==> src/hw/rtl/h2r_pkg.sv <==
// h2r_pkg: shared constants and types for the HSV to RGB converter.
// Field widths, hue circle geometry, parameter defaults and sector codes.
// No dependencies.
package h2r_pkg;

    localparam int HUE_W        = 16;
    localparam int IN_COLOR_W   = 12;
    localparam int OUT_COLOR_W  = 12;

    localparam int COLOR_BITS_DEFAULT        = 12;
    localparam int HUE_FRACTION_BITS_DEFAULT = 4;

    localparam int SECTOR_DEGREES = 60;
    localparam int TURN_DEGREES   = 360;
    localparam int SECTORS        = 6;

    typedef enum logic [2:0] {
        SECTOR_RED_YELLOW,
        SECTOR_YELLOW_GREEN,
        SECTOR_GREEN_CYAN,
        SECTOR_CYAN_BLUE,
        SECTOR_BLUE_MAGENTA,
        SECTOR_MAGENTA_RED
    } sector_t;

endpackage

==> src/hw/rtl/hsv_to_rgb_converter_core.sv <==
// hsv_to_rgb_converter_core: six-stage pipelined HSV to RGB colour conversion.
// Six register stages lie between the input transaction and the result.
// Throughput: one transaction per cycle unless stalled; each stage stalls only when
// the stage after it is full and held, so back-pressure loses and repeats nothing.
// Reset: asynchronous, clears the stage valid bits only; data registers are not reset.
// Depends on h2r_pkg.
module hsv_to_rgb_converter_core
    import h2r_pkg::*;
#(
    parameter int COLOR_BITS        = COLOR_BITS_DEFAULT,
    parameter int HUE_FRACTION_BITS = HUE_FRACTION_BITS_DEFAULT
) (
    input  logic                   clk,
    input  logic                   rst_n,
    input  logic                   in_valid,
    output logic                   in_ready,
    input  logic [HUE_W-1:0]       hue,
    input  logic [IN_COLOR_W-1:0]  saturation,
    input  logic [IN_COLOR_W-1:0]  brightness,
    output logic                   out_valid,
    input  logic                   out_ready,
    output logic [OUT_COLOR_W-1:0] red,
    output logic [OUT_COLOR_W-1:0] green,
    output logic [OUT_COLOR_W-1:0] blue
);

    localparam int CB        = COLOR_BITS;
    localparam int STAGES    = 6;
    localparam int SECTOR    = SECTOR_DEGREES << HUE_FRACTION_BITS;
    localparam int FULL_TURN = TURN_DEGREES << HUE_FRACTION_BITS;
    localparam int HW        = ($clog2(FULL_TURN) + 1 > HUE_W) ? $clog2(FULL_TURN) + 1 : HUE_W;
    localparam int CW        = (CB > IN_COLOR_W) ? CB : IN_COLOR_W;
    localparam int FW        = $clog2(SECTOR);
    localparam int XW        = CB + FW;
    localparam int YW        = XW - HUE_FRACTION_BITS;
    localparam int RW        = $clog2(2 * SECTOR_DEGREES) + 1;
    localparam int PW        = 2 * CB;

    localparam logic [CB-1:0] CMAX     = {CB{1'b1}};
    localparam logic [XW-1:0] LOW_MASK = XW'((64'(1) << HUE_FRACTION_BITS) - 64'(1));
    localparam logic [YW-1:0] RECIP    = YW'((64'(1) << YW) / SECTOR_DEGREES);

    logic [STAGES-1:0] vld_reg;
    logic [STAGES-1:0] en;

    // stage 1: clamp, hue wrap, sector split
    logic [CW-1:0] sat_ext;
    logic [CW-1:0] bri_ext;
    logic [CB-1:0] s_clamp;
    logic [CB-1:0] v_clamp;
    logic [HW-1:0] h_wrap;
    logic [HW-1:0] h_base;
    sector_t       sec_next;
    logic [FW-1:0] frac_next;

    logic [CB-1:0] s1_s_reg;
    logic [CB-1:0] s1_v_reg;
    logic          s1_grey_reg;
    sector_t       s1_sec_reg;
    logic [FW-1:0] s1_frac_reg;

    // stage 2: s * frac
    logic [XW-1:0] s2_x_reg;
    logic [CB-1:0] s2_s_reg;
    logic [CB-1:0] s2_v_reg;
    logic          s2_grey_reg;
    sector_t       s2_sec_reg;

    // stage 3: reciprocal multiply by 1/60
    logic [YW-1:0]   y_val;
    logic [2*YW-1:0] recip_prod;
    logic [CB-1:0]   s3_q0_reg;
    logic [YW-1:0]   s3_y_reg;
    logic            s3_lownz_reg;
    logic [CB-1:0]   s3_s_reg;
    logic [CB-1:0]   s3_v_reg;
    logic            s3_grey_reg;
    sector_t         s3_sec_reg;

    // stage 4: quotient correction
    logic [YW-1:0] rem_full;
    logic [RW-1:0] rem;
    logic          rem_high;
    logic [CB-1:0] s4_q_reg;
    logic          s4_nz_reg;
    logic [CB-1:0] s4_s_reg;
    logic [CB-1:0] s4_v_reg;
    logic          s4_grey_reg;
    sector_t       s4_sec_reg;

    // stage 5: scale factors and products
    logic [CB-1:0] t_sub;
    logic [CB-1:0] fac_p;
    logic [CB-1:0] fac_q;
    logic [CB-1:0] fac_t;
    logic [PW-1:0] s5_pp_reg;
    logic [PW-1:0] s5_pq_reg;
    logic [PW-1:0] s5_pt_reg;
    logic [CB-1:0] s5_v_reg;
    logic          s5_grey_reg;
    sector_t       s5_sec_reg;

    // stage 6: divide by CMAX, channel select
    logic [CB-1:0] p_val;
    logic [CB-1:0] q_val;
    logic [CB-1:0] t_val;
    logic [CB-1:0] r_sel;
    logic [CB-1:0] g_sel;
    logic [CB-1:0] b_sel;
    logic [OUT_COLOR_W-1:0] s6_r_reg;
    logic [OUT_COLOR_W-1:0] s6_g_reg;
    logic [OUT_COLOR_W-1:0] s6_b_reg;

    // floor(x / CMAX) for x <= CMAX^2
    function automatic logic [CB-1:0] div_cmax(input logic [PW-1:0] x);
        logic [CB-1:0] hi;
        logic [CB:0]   r;
        hi = x[PW-1:CB];
        r  = {1'b0, hi} + {1'b0, x[CB-1:0]};
        div_cmax = hi + CB'(r >= {1'b0, CMAX});
    endfunction

    function automatic logic [OUT_COLOR_W-1:0] to_out(input logic [CB-1:0] c);
        logic [CW-1:0] e;
        e = CW'(c);
        to_out = e[OUT_COLOR_W-1:0];
    endfunction

    // handshake: a stage takes new data when empty or when its successor moves
    always_comb
    begin
        en[STAGES-1] = !vld_reg[STAGES-1] || out_ready;
        for (int i = STAGES - 2; i >= 0; i--)
        begin
            en[i] = !vld_reg[i] || en[i+1];
        end
    end

    assign in_ready  = en[0];
    assign out_valid = vld_reg[STAGES-1];
    assign red       = s6_r_reg;
    assign green     = s6_g_reg;
    assign blue      = s6_b_reg;

    always_ff @(posedge clk or negedge rst_n)
    begin
        if (!rst_n)
        begin
            vld_reg <= '0;
        end
        else
        begin
            if (en[0])
            begin
                vld_reg[0] <= in_valid;
            end
            for (int i = 1; i < STAGES; i++)
            begin
                if (en[i])
                begin
                    vld_reg[i] <= vld_reg[i-1];
                end
            end
        end
    end

    always_comb
    begin
        sat_ext = CW'(saturation);
        bri_ext = CW'(brightness);
        s_clamp = (sat_ext > CW'(CMAX)) ? CMAX : sat_ext[CB-1:0];
        v_clamp = (bri_ext > CW'(CMAX)) ? CMAX : bri_ext[CB-1:0];
        h_wrap  = HW'(hue);
        if (h_wrap >= HW'(FULL_TURN))
        begin
            h_wrap = '0;
        end
        sec_next = SECTOR_RED_YELLOW;
        h_base   = '0;
        for (int k = 1; k < SECTORS; k++)
        begin
            if (h_wrap >= HW'(k * SECTOR))
            begin
                sec_next = sector_t'(3'(k));
                h_base   = HW'(k * SECTOR);
            end
        end
        frac_next = FW'(h_wrap - h_base);
    end

    always_ff @(posedge clk)
    begin
        if (en[0])
        begin
            s1_s_reg    <= s_clamp;
            s1_v_reg    <= v_clamp;
            s1_grey_reg <= (s_clamp == '0);
            s1_sec_reg  <= sec_next;
            s1_frac_reg <= frac_next;
        end
    end

    always_ff @(posedge clk)
    begin
        if (en[1])
        begin
            s2_x_reg    <= XW'(s1_s_reg) * XW'(s1_frac_reg);
            s2_s_reg    <= s1_s_reg;
            s2_v_reg    <= s1_v_reg;
            s2_grey_reg <= s1_grey_reg;
            s2_sec_reg  <= s1_sec_reg;
        end
    end

    // q0 is the true quotient or one below it
    assign y_val      = YW'(s2_x_reg >> HUE_FRACTION_BITS);
    assign recip_prod = (2*YW)'(y_val) * (2*YW)'(RECIP);

    always_ff @(posedge clk)
    begin
        if (en[2])
        begin
            s3_q0_reg    <= CB'(recip_prod[2*YW-1:YW]);
            s3_y_reg     <= y_val;
            s3_lownz_reg <= |(s2_x_reg & LOW_MASK);
            s3_s_reg     <= s2_s_reg;
            s3_v_reg     <= s2_v_reg;
            s3_grey_reg  <= s2_grey_reg;
            s3_sec_reg   <= s2_sec_reg;
        end
    end

    assign rem_full = s3_y_reg - YW'(s3_q0_reg) * YW'(SECTOR_DEGREES);
    assign rem      = rem_full[RW-1:0];
    assign rem_high = (rem >= RW'(SECTOR_DEGREES));

    always_ff @(posedge clk)
    begin
        if (en[3])
        begin
            s4_q_reg    <= s3_q0_reg + CB'(rem_high);
            s4_nz_reg   <= s3_lownz_reg || ((rem != '0) && (rem != RW'(SECTOR_DEGREES)));
            s4_s_reg    <= s3_s_reg;
            s4_v_reg    <= s3_v_reg;
            s4_grey_reg <= s3_grey_reg;
            s4_sec_reg  <= s3_sec_reg;
        end
    end

    // s*(SECTOR-frac)/SECTOR floored = s - ceil(s*frac/SECTOR)
    assign t_sub = s4_s_reg - s4_q_reg - CB'(s4_nz_reg);
    assign fac_p = CMAX - s4_s_reg;
    assign fac_q = CMAX - s4_q_reg;
    assign fac_t = CMAX - t_sub;

    always_ff @(posedge clk)
    begin
        if (en[4])
        begin
            s5_pp_reg   <= PW'(s4_v_reg) * PW'(fac_p);
            s5_pq_reg   <= PW'(s4_v_reg) * PW'(fac_q);
            s5_pt_reg   <= PW'(s4_v_reg) * PW'(fac_t);
            s5_v_reg    <= s4_v_reg;
            s5_grey_reg <= s4_grey_reg;
            s5_sec_reg  <= s4_sec_reg;
        end
    end

    always_comb
    begin
        p_val = div_cmax(s5_pp_reg);
        q_val = div_cmax(s5_pq_reg);
        t_val = div_cmax(s5_pt_reg);
        case (s5_sec_reg)
            SECTOR_RED_YELLOW:   begin r_sel = s5_v_reg; g_sel = t_val;    b_sel = p_val;    end
            SECTOR_YELLOW_GREEN: begin r_sel = q_val;    g_sel = s5_v_reg; b_sel = p_val;    end
            SECTOR_GREEN_CYAN:   begin r_sel = p_val;    g_sel = s5_v_reg; b_sel = t_val;    end
            SECTOR_CYAN_BLUE:    begin r_sel = p_val;    g_sel = q_val;    b_sel = s5_v_reg; end
            SECTOR_BLUE_MAGENTA: begin r_sel = t_val;    g_sel = p_val;    b_sel = s5_v_reg; end
            default:             begin r_sel = s5_v_reg; g_sel = p_val;    b_sel = q_val;    end
        endcase
        if (s5_grey_reg)
        begin
            r_sel = s5_v_reg;
            g_sel = s5_v_reg;
            b_sel = s5_v_reg;
        end
    end

    always_ff @(posedge clk)
    begin
        if (en[5])
        begin
            s6_r_reg <= to_out(r_sel);
            s6_g_reg <= to_out(g_sel);
            s6_b_reg <= to_out(b_sel);
        end
    end

endmodule

==> config.mk <==
export PLATFORM = sky130hd
export DESIGN_NAME = hsv_to_rgb_converter_core
export DESIGN_NICKNAME = d
export VERILOG_FILES = /design/src/hw/rtl/h2r_pkg.sv /design/src/hw/rtl/hsv_to_rgb_converter_core.sv
export SDC_FILE = /design/constraint.sdc
export NUM_CORES = 2
export LEC_CHECK = 0
export BUFFER_PORTS_ARGS = -buffer_cell sky130_fd_sc_hd__clkbuf_2
export CAP_MARGIN = 5
export CORE_ASPECT_RATIO = 0.9
export CORE_UTILIZATION = 55
export DETAILED_ROUTE_END_ITERATION = 16
export PLACE_DENSITY = 0.73
export SLEW_MARGIN = 20
export SYNTH_ARGS = -nofsm -noshare
export SYNTH_HDL_FRONTEND = slang
export SYNTH_SLANG_ARGS = --single-unit
==> constraint.sdc <==
create_clock -name clk -period 7.75 [get_ports clk]
set_clock_uncertainty 0.1 [all_clocks]
set_input_delay 1.55 -clock clk [delete_from_list [all_inputs] [get_ports clk]]
set_output_delay 1.55 -clock clk [all_outputs]
set_load 0.005 [all_outputs]
======== After elaboration in Yosys (flattened, before gate mapping) ========
Index checks and enable logic that the tools add are counted.
storage, ports and cells
  flip-flop bits (word level) ............. 308
operators by class
  equality and inequality tests ........... 5
  muxes and demuxes ....................... 17
  reductions and logical operators ........ 23
  multiply operators ...................... 6
  order comparisons ....................... 12
  $add $sub $neg .......................... 14
operator list
  cell                                                                                    count
  12-bit one-hot mux with 3 select lines                                                  3
  12-bit by 12-bit multiplier with 24-bit output                                          3
  10-bit 2-to-1 mux                                                                       5
  12-bit by 1-bit adder with 12-bit output                                                4
  12-bit 2-to-1 mux                                                                       4
  12-bit by 12-bit adder with 13-bit output                                               3
  13-bit by 12-bit greater-or-equal comparator with 1-bit output (second input constant)  3
  12-bit subtractor (first input constant)                                                3
  16-bit by 12-bit greater-or-equal comparator with 1-bit output (second input constant)  2
  16-bit by 13-bit greater-or-equal comparator with 1-bit output (second input constant)  2
  18-bit by 13-bit multiplier with 30-bit output (second input constant)                  1
  12-bit > comparator (second input constant)                                             2
  12-bit by 10-bit multiplier with 22-bit output                                          1
  16-bit by 10-bit greater-or-equal comparator with 1-bit output (second input constant)  1
  16-bit by 11-bit greater-or-equal comparator with 1-bit output (second input constant)  1
  16-bit 2-to-1 mux                                                                       1
  12-bit logical NOT                                                                      1
  12-bit by 4-bit multiplier with 6-bit output (second input constant)                    1
  12-bit by 1-bit subtractor with 12-bit output                                           1
  12-bit subtractor                                                                       1
  2-bit OR reduction                                                                      5
  10-bit subtractor                                                                       1
  8-bit by 6-bit greater-or-equal comparator with 1-bit output (second input constant)    1
  8-bit by 6-bit inequality test with 1-bit output (second input constant)                1
  other kinds (12)                                                                        26

======== Longest topological paths before layout ========
  depth in word-level cells ............... 9
  mapped depth ............................ 31
  mapped depth without buffers ............ 30

======== Least setup slack after synthesis ========
OpenSTA, ideal clock, no wires.
  path type ............................... flip-flop to flip-flop
  start point ............................. register s4_q_reg[0]
  end point ............................... register s5_pt_reg[20], data pin
  buffers on the path ..................... 1
  arrival time ............................ 7,089 ps
  setup time .............................. 258 ps
  data required time ...................... 7,392 ps
  cell stages (with the launch flop) ...... 31
  slack ................................... 303 ps
  path through ............................ edfxtp_1 clkinv_1 fa_1 fa_1 nor2b_1 o21ai_0 a21boi_0 o21ai_0 a21oi_1 o21a_1 nor2_1 clkbuf_1 and2_1 fa_1 inv_1 fa_1 inv_1 fa_1 fa_1 inv_1 fa_1 inv_1 ha_1 o21ai_0 a21oi_1 o311a_4 o41ai_4 nor2_2 or3_1 a21oi_2 xnor2_1
between the ends
  cells in the longest elaborated chain, start to end .. 4
ends and longest elaborated chain
  item                                            RTL line                          text
  start, declared                                 hsv_to_rgb_converter_core.sv:84   logic [CB-1:0] s4_q_reg;
  start signal, assigned                          hsv_to_rgb_converter_core.sv:241  s4_q_reg <= s3_q0_reg + CB'(rem_high);
  12-bit subtractor                               hsv_to_rgb_converter_core.sv:251  assign t_sub = s4_s_reg - s4_q_reg - CB'(s4_nz_reg);
  12-bit by 1-bit subtractor with 12-bit output   hsv_to_rgb_converter_core.sv:251
  12-bit subtractor                               hsv_to_rgb_converter_core.sv:254  assign fac_t = CMAX - t_sub;
  12-bit by 12-bit multiplier with 24-bit output  hsv_to_rgb_converter_core.sv:262  s5_pt_reg <= PW'(s4_v_reg) * PW'(fac_t);
  end signal, assigned                            hsv_to_rgb_converter_core.sv:262
  end, declared                                   hsv_to_rgb_converter_core.sv:98   logic [PW-1:0] s5_pt_reg;
No other way between the ends.
A chain may end at the register's enable or synchronous reset.

======== Worst setup path in the final report ========
Same ends and word-level chain as after synthesis.

==> results.cfg <==
[cts]
cts_buffer_depth = 3
numCtsBuffers = 38
htree_levels = 2
clock_latency_ps = 580
cts_tree = done
clock_sinks = 308
clock-root-buffer = clkbuf_16
cts_resized = 0
cts.clk_slew.worst_paths_ps = 60
hold_buffers = 0
post_cts.repair.setup_buffers = 0

[yosys]
ys_types = 74
synth_mux_area_frac = 0.00851
async_reset_ff_frac = 0.0195
syn_area_um2 = 34000
avgSynthCellArea_um2 = 10.2
synthCells = 3316
ys_ff_latch = 308
synthFlopType = edfxtp_1
ys_seq_area_frac = 0.271
synth-edff-count = 302
synth_top_family_by_area = adder cells
synthAdderAreaFrac = 0.381
synth_compound_area_frac = 0.0804
yosys.area_share.simple = 0.140
syn-num-nets = 4153
synthXorXnorAreaFrac = 0.0436
yosysWarnings = 0

[sta]
clock.fmax_mhz = 136
hold_viol = 0
fin_crit_ps = 7350
fin_crit_sh = 0.948
slew_headroom = 0.364
hold_ws_ps = 310
tightest_slew_ps = 954
timing.setup.tns_ps = 0
setup_viol = 0
slew_violations = 0

[worst_hold_path]
whs_path_depth = 0
holdPathEnd = s3_s_reg[5]
hold_path_class = reg -> reg
min_from = s2_s_reg[5]

[global_route]
grt_usage = 0.245
grt_pass1_wl_um = 122000
antenna_found_initial = 0
grt_pass1_vias = 23400
grt_overflow = 0
grt_max_degree = 70

[cells_and_area]
area_delta_synth_final_pct = 7.88
nFillCells = 5015
drive_gt1_frac = 0.0727
fin_nets = 4189
mostFrequentLayoutCells = inv_1, fa_1, ha_1
n_antenna_cell = 0
layout_commonest_cell = inv_1
final_cell_area_um2 = 36700

[detailed_routing]
drt_iter0_markers = 1539
dr.pass1.iters = 5
vias_per_cell = 5.54
ant_nets = 0
drc = 0
routedWlPerCell_um = 17.6
totalWireLength_um = 73600
num_vias = 23100

[setup_path]
reg2regPathDepth = 31
critPathLaunchType = register
crit_path_top_delay_cell = fa_2
r2r_slack_ps = 400
reg2reg_to = s5_pt_reg[20]
timing.rr.start = s4_q_reg[0]
worstSetupPathType = reg -> reg
endpoint_kind = register
cp.required_ps = 7980
crit_top_cell = inv_1
max_stage_delay_ps = 600
critPathArrivalTime_ps = 7580
crit_fanout = 5

[floorplanning]
initial_core_util = 0.556
ios = 82
die_w_um = 264
row_count = 86
core_area_um2 = 61100
die_area_um2 = 62800
die_y_um = 238

[place]
io_buffers = 81
dp_hpwl_um = 57100
routabilityCongestion = 0.902
place_area_um2 = 35300

[status]
status = finished, final reports clean

[job]
maxCapViolations = 0
[layout make-up]
type                       count  area, µm²  share of cell area
multi-input combinational   2331      22300               0.608
sequential                   308       9220               0.252
inverter                     532       2000              0.0545
tap                          792        991              0.0270
clock buffer                  42        966              0.0264
timing repair buffer         141        868              0.0237
clock inverter                28        313             0.00853
[worst max-delay path: cells and delay by family, from the launching register on]
family                   cells  cell delay, ps
XOR/XNOR                     1              70
adder cells (fa/ha/maj)      8            3480
buffers and inverters        7             550
flip-flops                   1             350
AND/OR/NAND/NOR              6             900
AO/OA/AOI/OAI                9            1640
[logic make-up (layout without fill, tap and decap cells)]
logic type / Yosys count / in the layout
multiplexers: 28 / 28
flip-flops: 308 / 308
AO/OA/AOI/OAI: 411 / 411
adder cells (fa/ha/maj): 793 / 793
XOR/XNOR: 169 / 169
buffers and inverters: 677 / 743
AND/OR/NAND/NOR: 930 / 930
[worst max-delay path by stage]
stage | from | to | slack, ps
2_1_floorplan | s4_q_reg[0] | s5_pt_reg[20] | 300
3_3_place_gp | s4_q_reg[0] | s5_pt_reg[20] | 320
3_5_place_dp | s4_q_reg[0] | s5_pt_reg[20] | 170
4_1_cts | s4_q_reg[0] | s5_pt_reg[20] | 130
5_1_grt | s4_q_reg[0] | s5_pt_reg[20] | -60
6_report | s4_q_reg[0] | s5_pt_reg[20] | 400
[through the flow]
step	cells	utilization	setup WS, ps
finish	4174	0.600	399
global route	4174	0.600	-58.7
CTS	4174	0.599	134
detailed placement	4104	0.578	172
global placement	4104	0.578	325
floorplan	3316	-	303
[per-layer routing]
metal  wire length (µm)  global-route usage  vias to the layer above
li1                   -                   -                    10900
met1              31800               0.331                    11400
met2              35400               0.411                      633
met3               3980              0.0284                      129
met4               2400              0.0842                        0
met5                  0                   0                        -
[cell usage after synthesis, types with 11 or more instances]
| library cell | count | area (µm²) |
|---|---|---|
| o21ai_0 | 82 | 410 |
| xor2_1 | 51 | 447 |
| nand2b_1 | 133 | 832 |
| clkbuf_1 | 137 | 514 |
| o22ai_1 | 19 | 119 |
| edfxtp_1 | 302 | 9070 |
| fa_1 | 405 | 8110 |
| a221oi_1 | 20 | 175 |
| o211ai_1 | 13 | 97.6 |
| a21o_1 | 32 | 240 |
| nor2b_1 | 126 | 788 |
| nand3_1 | 47 | 235 |
| nor3_1 | 32 | 160 |
| a21oi_1 | 104 | 521 |
| mux2i_1 | 21 | 210 |
| ha_1 | 388 | 4850 |
| and2_1 | 109 | 682 |
| nand2_1 | 314 | 1180 |
| and3_1 | 32 | 200 |
| o21a_1 | 19 | 143 |
| a211oi_1 | 23 | 173 |
| nor2_1 | 87 | 327 |
| o21bai_1 | 11 | 82.6 |
| xnor2_1 | 118 | 1030 |
| inv_1 | 527 | 1980 |
Power is left out: the tool's default activity adds up to more than one toggle a clock period on the data nets, which glitch-free logic cannot reach.
